===== src/rtl/core/fhbc_pkg.sv =====
`default_nettype none

package fhbc_pkg;

    localparam int DEF_MAX_LEN = 63;
    localparam int SLOT_BITS   = 16;
    localparam int FILL_W      = SLOT_BITS + 1;

    localparam logic [7:0] CH_CR    = 8'h0D;
    localparam logic [7:0] CH_LF    = 8'h0A;
    localparam logic [7:0] CASE_BIT = 8'h20;

    typedef enum logic [1:0] {
        OP_BYTE   = 2'd0,
        OP_FLUSH  = 2'd1,
        OP_LOOKUP = 2'd2,
        OP_NONE   = 2'd3
    } t_op;

    typedef enum logic [1:0] {
        KIND_COMMIT = 2'd0,
        KIND_BYTE   = 2'd1,
        KIND_MISS   = 2'd2
    } t_kind;

    typedef enum logic [1:0] {
        OUT_SKIPPED  = 2'd0,
        OUT_STORED   = 2'd1,
        OUT_REPLACED = 2'd2,
        OUT_KEPT     = 2'd3
    } t_outcome;

    localparam logic [1:0] TIER_NONE = 2'd0;
    localparam logic [1:0] TIER_SOME = 2'd1;
    localparam logic [1:0] TIER_ALL  = 2'd2;

    typedef enum logic [3:0] {
        ST_CLEAR,
        ST_IDLE,
        ST_APPEND2,
        ST_CMT_DEC,
        ST_COPY,
        ST_COPY_END,
        ST_EMIT_CMT,
        ST_LK_DEC,
        ST_EMIT_MISS,
        ST_LK_BYTE,
        ST_LK_WAIT
    } t_state;

    function automatic logic is_lower(input logic [7:0] c);
        return (c >= 8'h61) && (c <= 8'h7A);
    endfunction

    function automatic logic is_letter(input logic [7:0] c);
        return is_lower(c) || ((c >= 8'h41) && (c <= 8'h5A));
    endfunction

    function automatic logic [15:0] fold(input logic [15:0] acc, input logic [7:0] c);
        logic [7:0] u;
        u = is_lower(c) ? (c - CASE_BIT) : c;
        return {acc[12:0], acc[15:13]} + {8'd0, u};
    endfunction

endpackage

`default_nettype wire


===== src/rtl/core/fhbc_line.sv =====
`default_nettype none

module fhbc_line
    import fhbc_pkg::*;
#(
    parameter int MAX_LEN = DEF_MAX_LEN,
    localparam int SW = $clog2(MAX_LEN + 1),
    localparam int LW = $clog2(MAX_LEN + 2)
) (
    input  wire logic          i_clk,
    input  wire logic          i_rst_n,
    input  wire logic          i_append,
    input  wire logic [7:0]    i_byte,
    input  wire logic          i_clear,
    input  wire logic [SW-1:0] i_rd_idx,
    output logic [7:0]         o_rd_byte,
    output logic [15:0]        o_hash,
    output logic [LW-1:0]      o_length,
    output logic [1:0]         o_tier
);

    logic [7:0]    r_buf [MAX_LEN];
    logic [7:0]    r_rd_q;
    logic [15:0]   r_acc;
    logic [LW-1:0] r_len;
    logic          r_all;
    logic          r_any;

    always_ff @(posedge i_clk) begin
        if (!i_rst_n || i_clear) begin
            r_acc <= '0;
            r_len <= '0;
            r_all <= 1'b1;
            r_any <= 1'b0;
        end else if (i_append) begin
            r_acc <= fold(r_acc, i_byte);
            if (r_len <= LW'(MAX_LEN)) begin
                r_len <= r_len + 1'b1;
            end
            if (is_letter(i_byte)) begin
                r_any <= 1'b1;
            end else begin
                r_all <= 1'b0;
            end
        end
    end

    always_ff @(posedge i_clk) begin
        if (i_append && (r_len < LW'(MAX_LEN))) begin
            r_buf[r_len[SW-1:0]] <= i_byte;
        end
        r_rd_q <= r_buf[i_rd_idx];
    end

    assign o_rd_byte = r_rd_q;
    assign o_hash    = r_acc;
    assign o_length  = r_len;
    assign o_tier    = r_all ? TIER_ALL : (r_any ? TIER_SOME : TIER_NONE);

endmodule

`default_nettype wire


===== config.mk =====
export PLATFORM = sky130hd
export DESIGN_NAME = fhbc_line
export DESIGN_NICKNAME = d
export VERILOG_FILES = /design/src/rtl/core/fhbc_pkg.sv /design/src/rtl/core/fhbc_line.sv
export SDC_FILE = /design/constraint.sdc
export NUM_CORES = 1
export LEC_CHECK = 0
export ABC_AREA = 1
export BUFFER_PORTS_ARGS = -buffer_cell sky130_fd_sc_hd__buf_2
export CAP_MARGIN = 40
export CORE_ASPECT_RATIO = 1.25
export CORE_UTILIZATION = 45
export DETAILED_ROUTE_END_ITERATION = 16
export GPL_ROUTABILITY_DRIVEN = 0
export PLACE_DENSITY_LB_ADDON = 0.08
export SLEW_MARGIN = 15
export SYNTH_ARGS = -nofsm -noshare
export SYNTH_HDL_FRONTEND = slang
export SYNTH_SLANG_ARGS = --single-unit

===== constraint.sdc =====
create_clock -name i_clk -period 2 [get_ports i_clk]
set_input_delay 0.2 -clock i_clk [delete_from_list [all_inputs] [get_ports i_clk]]
set_output_delay 0.2 -clock i_clk [all_outputs]
set_load 0.02 [all_outputs]

* Yosys cells after proc, flatten, opt, wreduce, memory -nomap -nowiden *
Memory sizes are Yosys's and may differ from the RTL's. A register that Yosys moved wholly into a read port is not among the register bits.
Index checks and enable logic that the tools add are counted.

operators by class
  reductions and logical operators = 9
  $lt $le $gt $ge = 6
  add/subtract/negate cells = 3
  bitwise operators = 1
  mux-type cells = 5

operators by type and width
  kind                                                                                 count
  16-bit by 8-bit adder with 16-bit output                                             1
  8-bit by 7-bit greater-or-equal comparator with 1-bit output, second input constant  2
  8-bit by 7-bit less-or-equal comparator with 1-bit output, second input constant     2
  8-bit 2-to-1 mux                                                                     1
  8-bit by 6-bit subtractor with 8-bit output, second input constant                   1
  7-bit by 1-bit adder with 7-bit output, second input constant                        1
  7-bit by 6-bit less-or-equal comparator with 1-bit output, second input constant     1
  7-bit by 6-bit less-than comparator with 1-bit output, second input constant         1
  2-bit AND reduction                                                                  3
  1-bit logical AND                                                                    3
  1-bit 2-to-1 mux                                                                     3
  1-bit logical OR                                                                     2
  2-bit 2-to-1 mux                                                                     1
  1-bit logical NOT                                                                    1
  1-bit inverter                                                                       1

storage, ports and cells
  bits in writable memories = 504
  register bits after elaboration = 25
  memories = 1

memory list
  name   depth  width  read ports  clocked after memory_dff  write ports  RTL line         RTL
  r_buf  63     8      1           1                         1            fhbc_line.sv:22  logic [7:0] r_buf [MAX_LEN];

* Depth between registers and ports, before layout *
Gate-level depths: netlist of the first run.

  depth after elaboration = 5
  mapped depth = 19
  mapped depth without buffers = 19

* Worst setup path before layout of the first run *
No wires, ideal clock.

  path kind = reg-to-reg
  from = reg r_len[0], in the netlist o_length[0]
  to = mem r_buf[51][0] (enable)
  path slack = 0.023 ns
  library setup time = 0.370 ns
  arrival = 1.607 ns
  stages on the path, launching flop included = 8
  required time = 1.630 ns
  cell sequence = dfxtp_1 > bufinv_8 > nor2_4 > nand2_1 > nand2_1 > inv_2 > nand2_1 > nor2_1

on the way
  longest elaborated chain between the ends = 4

ends and longest elaborated chain
  element                                                RTL line         RTL
  from (decl)                                            fhbc_line.sv:25  logic [LW-1:0] r_len;
  from (signal assigned)                                 fhbc_line.sv:38  r_len <= r_len + 1'b1;
  7-bit by 6-bit less-than comparator with 1-bit output  fhbc_line.sv:49  if (i_append && (r_len < LW'(MAX_LEN))) begin
  1-bit logical AND                                      fhbc_line.sv:49
  1-bit 2-to-1 mux                                       fhbc_line.sv:49
  1-bit 2-to-1 mux (not written as such)                 fhbc_line.sv:50  r_buf[r_len[SW-1:0]] <= i_byte;
  to (decl)                                              fhbc_line.sv:22

Parallel ways exist; a longest one is shown, timed or not.

* Worst setup path in the final report of the first run *
  from = reg r_len[0], in the netlist o_length[0]
  to = mem r_buf[19][4] (enable)

The elaborated chain is that of the path after synthesis.

==> run summary, run 1 <==
Min Clock Period, post-route = 1853 ps
Primary FF master, synth = edfxtp_1
Hold endpoint = o_hash[0]
Mapped Cells = 2082
Slew @ Worst Pin = 864.3 ps
Syn avg cell area = 10.96 um^2
Clock Tree Buf Depth = 3
Reg power frac = 0.512
Combinational share of power = 0.073
Internal cell power = 18.64 mW
Reg2reg end = r_buf[19][4]
Vias per Instance = 5.258
Core Util, Final = 0.5357
Seq/Total Area, Yosys = 0.6925
Slew Viols, Final = 0
RSZ-0062 raised after global routing = no
Worst R2R Setup Slack = 150 ps
Post-synthesis compound-gate area fraction = 0.008996
Clk_skew = 14.18 ps
R2r startpoint = o_length[0]
Critical path fanouts, max = 8
Synth Cell Area = 22810 um^2
Worst-path clk slew = 70 ps
Core area = 49640 um^2
Combinational family with the most area after synthesis = simple AND/OR/NAND/NOR gates
FFs w/ async S/R, synth = 0
Final setup viols = 0
Synth Warn # = 0
Die X = 203.4 um
I/O pin total = 51
Hold Crit Start = i_byte[0]
Placed insts = 2836
Critical Path Start = o_length[0]
Yosys reg bits = 537
Power Density = 907.4 nW/um^2
Worst R2R Path Depth = 7
Synth cell types = 32
Setup crit end kind = register
# rows = 91
Leakage = 10.28 nW
DRC Markers = 0
Synthesis-to-layout area growth = 16.58%
Port bufs = 50
Die Span Y = 253.7 um
Clock power share = 0.415
Critical path startpoint category = register
CTS tree = done
DRT antenna net count = 0
Worst setup margin = 147.0 ps
Total global routing overflow = 0
Post-Synth Simple-Gate Area = 0.2439
Total GRT Usage = 0.2395
Syn Nets = 2114
Clock root buffer = clkbuf_16
DP Area = 24740 um^2
Max_cap viols = 0
Status = complete, no violations
Max Clk Rate = 539.7 MHz
1st-pass router iterations = 7
DP HPWL = 36630 um
Worst slew margin = 0.4238
Clock Latency Late Sink = 600 ps
Post-CTS Setup Bufs = 0
Initial antenna violation count = 1
Post-DR wirelength/cell = 20.46 um
Post-synth EDFFs = 504
Pin count of the biggest net entering global routing = 65
Sw frac = 0.2273
Clk sinks = 537
WHS Path Cells = 5
Hold WC Path Type = input port to register
Kind of critical path = register to register
XOR/XNOR Fraction of Synth Area = 0.001920
Final cycle utilization of the critical path = 0.9265
Worst EP required = 2310 ps
Die area = 51600 um^2
Fin nets = 2277
Critical path arrival = 2160 ps
Number of CTS-inserted buffers = 52
Peak VDD IR = 0.7441 mV
Layout cells sized above 1 = 0.1376
Drt initial violations = 1194
Place WS = -312.7 ps
Final hold violation count = 0
Mux contribution to synthesized area = 0
P_sw = 5.483 mW
DR vias = 15460
First-pass GRT wire length = 92360 um
Fin cells = 2940
Initial Util = 0.4595
CTS H-tree depth = 2
Post-route cell area = 26590 um^2
Final WL = 60140 um
# diodes = 0
Area share of fa/ha/maj cells after synthesis = 0.008009
Vias in the first global route = 15290
registers in the layout, summed over array words and instances, names as in the netlist:
register and count:
r_buf 504, r_any 1, o_hash 16, o_rd_byte 8, o_length 7, r_all 1
worst max-delay path by stage:
stage | cells past startpoint | end
5_1_grt | 9 | r_buf[5][1]
6_report | 7 | r_buf[19][4]
3_3_place_gp | 15 | o_hash[12]
2_1_floorplan | 7 | r_buf[51][0]
4_1_cts | 13 | o_hash[12]
3_5_place_dp | 15 | o_hash[12]
stage by stage:
stage / hold slack [ps] / setup TNS, ps / total power [mW]
after floorplan: 298.9 / 0 / 13.56
after global placement: 450.5 / -2147 / 14.33
after detailed placement: 455.9 / -2727 / 14.35
after CTS: 83.98 / 0 / 24.34
after global routing: 102.0 / 0 / 24.88
final: 106.4 / 0 / 24.13
layout by cell type (no fill, tap or decap), types with 4 or more instances in the layout:
cell	Yosys	routed
nand2_1	721	720
edfxtp_1	504	504
nand3_1	459	458
buf_4	14	138
nor2_1	104	104
inv_1	67	67
clkbuf_16	0	53
buf_2	38	48
dfxtp_1	33	31
buf_12	0	26
a21oi_1	20	20
ha_1	13	13
clkbuf_1	17	12
clkinv_2	0	11
o21ai_0	10	10
clkinv_1	0	8
nor3_1	7	6
bufinv_16	0	6
inv_6	1	5
inv_2	6	5
nand4_1	4	4
nand4_4	4	4
xor2_1	4	4
buf_16	0	4
cells in the mapped netlist (all sizes together), types with 2 or more instances:
| master | number | area [um^2] |
|---|---|---|
| nand2 | 721 | 2706 |
| edfxtp | 504 | 15130 |
| nand3 | 459 | 2297 |
| nor2 | 105 | 401.6 |
| buf | 94 | 655.6 |
| inv | 74 | 282.8 |
| dfxtp | 33 | 660.6 |
| a21oi | 20 | 100.1 |
| clkbuf | 17 | 63.81 |
| ha | 13 | 162.7 |
| o21ai | 13 | 65.06 |
| nand4 | 8 | 110.1 |
| nor3 | 7 | 35.03 |
| xor2 | 4 | 35.03 |
| a31oi | 2 | 12.51 |
critical path, stage by stage, from the launching register on:
cell      delay, ps
dfxtp_1         330
bufinv_8        180
buf_4           170
nor3_1          260
nand2_1          90
buf_4           220
nor2_1          110
buf_4           180
cell type report:
class	count	area (um^2)
clock inverter	30	309.0
multi-input combinational	1359	6007
clock buffer	68	1413
timing repair buffer	220	1948
fill	4407	23050
sequential	537	15800
tap	651	814.5
inverter	75	302.8
what timing repair did:
item | 4_1_cts | 5_1_grt
hold endpoints to repair | 3 | 0
gates resized for setup | 0 | 5
hold buffers | 3 | 0
setup endpoints to repair | 0 | 25
layer usage:
layer,vias up,part of all wire,track usage
met5,-,0.00022,0
met4,2,0.026,0.07712
met3,99,0.049,0.03206
met2,394,0.49,0.4054
met1,7461,0.43,0.3186
li1,7503,-,-
power groups by stage:
stage	Combinational (mW)	Sequential (mW)	Clock, mW
finish	1.76	12.4	10.0
global route	1.93	12.4	10.6
CTS	1.75	12.4	10.2
detailed placement	1.74	12.6	0
global placement	1.73	12.6	0
floorplan	0.920	12.6	0
cell families after synthesis:
group | Yosys count
adder cells (fa/ha/maj) | 14
flip-flops | 537
AO/OA/AOI/OAI | 38
buffers and inverters | 186
XOR/XNOR | 5
AND/OR/NAND/NOR | 1302
Note: power is estimated with default switching activity, not from simulation.
==> run 2: changes to the inputs <==
==> constraint.sdc (replaced) <==
create_clock -name i_clk -period 2.3 [get_ports i_clk]
set_input_delay 0.23 -clock i_clk [delete_from_list [all_inputs] [get_ports i_clk]]
set_output_delay 0.23 -clock i_clk [all_outputs]
set_load 0.02 [all_outputs]
==> run 2 against run 1 <==
Against the previous run:
- routed wire length about the same
- utilization down 1.2 points
- first-iteration DRC count down 10%
- clock skew down 2.4 ps
==> run summary, run 2 (same netlist as run 1, synthesis figures left out) <==
Status = complete, no violations
Clock root buffer = clkbuf_16
Clock power share = 0.423
Hold WC Path Type = input port to register
Die X = 203.4 um
Kind of critical path = register to register
Clock Latency Late Sink = 600 ps
Most common cell after layout, fill and taps aside = nand2_1
Slew Viols, Final = 0
Slew @ Worst Pin = 883.7 ps
Sw frac = 0.2258
DRC Markers = 0
Final hold violation count = 0
# diodes = 0
Reg power frac = 0.510
Fin nets = 2214
Final WL = 60200 um
CTS tree = done
DP HPWL = 35650 um
I/O pin total = 51
P_sw = 4.761 mW
Clk sinks = 537
Synthesis-to-layout area growth = 13.93%
Power Density = 811.5 nW/um^2
Slowest cell delay on critical path = 550 ps
Max_cap viols = 0
First-pass GRT wire length = 91300 um
RSZ-0062 raised after global routing = no
CP max-delay cell = nor2_1
Combinational share of power = 0.068
Core Util, Final = 0.5235
Setup crit end kind = register
Worst EP required = 2520 ps
Core area = 49640 um^2
Total GRT Usage = 0.2382
Final setup viols = 0
Critical path fanouts, max = 8
Clk_skew = 11.78 ps
Fin cells = 2878
Port bufs = 50
Clock Tree Buf Depth = 3
Total global routing overflow = 0
DRT antenna net count = 0
Critical path arrival = 2310 ps
Vias in the first global route = 15110
Initial antenna violation count = 1
Most frequent cells in the layout = nand2_1 (721), edfxtp_1 (504), nand3_1 (459)
Number of CTS-inserted buffers = 53
Worst slew margin = 0.4108
Drt initial violations = 1073
Internal cell power = 16.33 mW
Die Span Y = 253.7 um
Vias per Instance = 5.281
Peak VDD IR = 0.5249 mV
Initial Util = 0.4595
Leakage = 9.888 nW
Max reg flops = 504
Layout cells sized above 1 = 0.1123
Final cycle utilization of the critical path = 0.9080
# rows = 91
Buffer and inverter count on the worst path = 2
Critical path startpoint category = register
Post-DR wirelength/cell = 20.92 um
Die area = 51600 um^2
1st-pass router iterations = 5
Top cell family by delay on the critical path = simple AND/OR/NAND/NOR gates
Pin count of the biggest net entering global routing = 92
Crit-path cells = inv_1 -> nor3_1 -> nand2_1 -> buf_4 -> nor2_1
Min Clock Period, post-route = 2088 ps
DR vias = 15200
Placed insts = 2775
Max Clk Rate = 478.8 MHz
CTS H-tree depth = 2
Worst-path clk slew = 60 ps
run 2: worst register-to-register path: stages, from the launching register on:
cell	delay (ps)
dfxtp_1	490
inv_1	100
nor3_1	230
nand2_1	130
buf_4	210
nor2_1	560
run 2: worst paths after layout:
check | startpoint | end | slack, ps | cells past startpoint
max | o_length[1] | r_buf[35][1] | 210 | 5
min | i_byte[0] | o_hash[0] | 70 | 4
max reg2reg | o_length[1] | r_buf[35][1] | 210 | 5
min reg2reg | r_any | r_any | 490 | 2
run 2: what timing repair did:
| action | CTS | global route |
|---|---|---|
| gates resized for setup | 0 | 1 |
| endpoints found under the setup margin | 0 | 8 |
| hold endpoints to repair | 1 | 0 |
| hold buffers | 1 | 0 |
| setup buffers | 0 | 0 |
run 2: power by group through the flow:
stage	clock network [mW]	registers [mW]	logic, mW
finish	8.91	10.8	1.42
global route	9.39	10.8	1.57
CTS	9.07	10.8	1.43
detailed placement	0	11.0	1.43
global placement	0	11.0	1.41
floorplan	0	11.0	0.800
run 2: cell type report:
class,instances,area (um^2)
clock buffer,64,1430
multi-input combinational,1359,5997
tap,651,814.5
sequential,537,15800
fill,4442,23660
clock inverter,36,361.6
inverter,75,302.8
timing repair buffer,156,1285
run 2: layer usage:
metal / track usage / wire [um]
met5: 0 / 13
met4: 0.08786 / 1930
met3: 0.03398 / 3145
met2: 0.4026 / 29560
met1: 0.3116 / 25550
run 2: metrics by stage:
stage          hold WS [ps]  setup TNS [ps]  cell area, um^2  total power [mW]  setup WS (ps)
2_1_floorplan         328.9               0            22810             11.80          322.9
3_3_place_gp          454.3          -24.75            24110             12.38         -15.43
3_5_place_dp          473.7          -96.01            24130             12.39         -30.34
4_1_cts               48.24               0            25940             21.26          189.0
5_1_grt               72.94               0            25990             21.71          15.96
6_report              73.55               0            25990             21.09          211.6
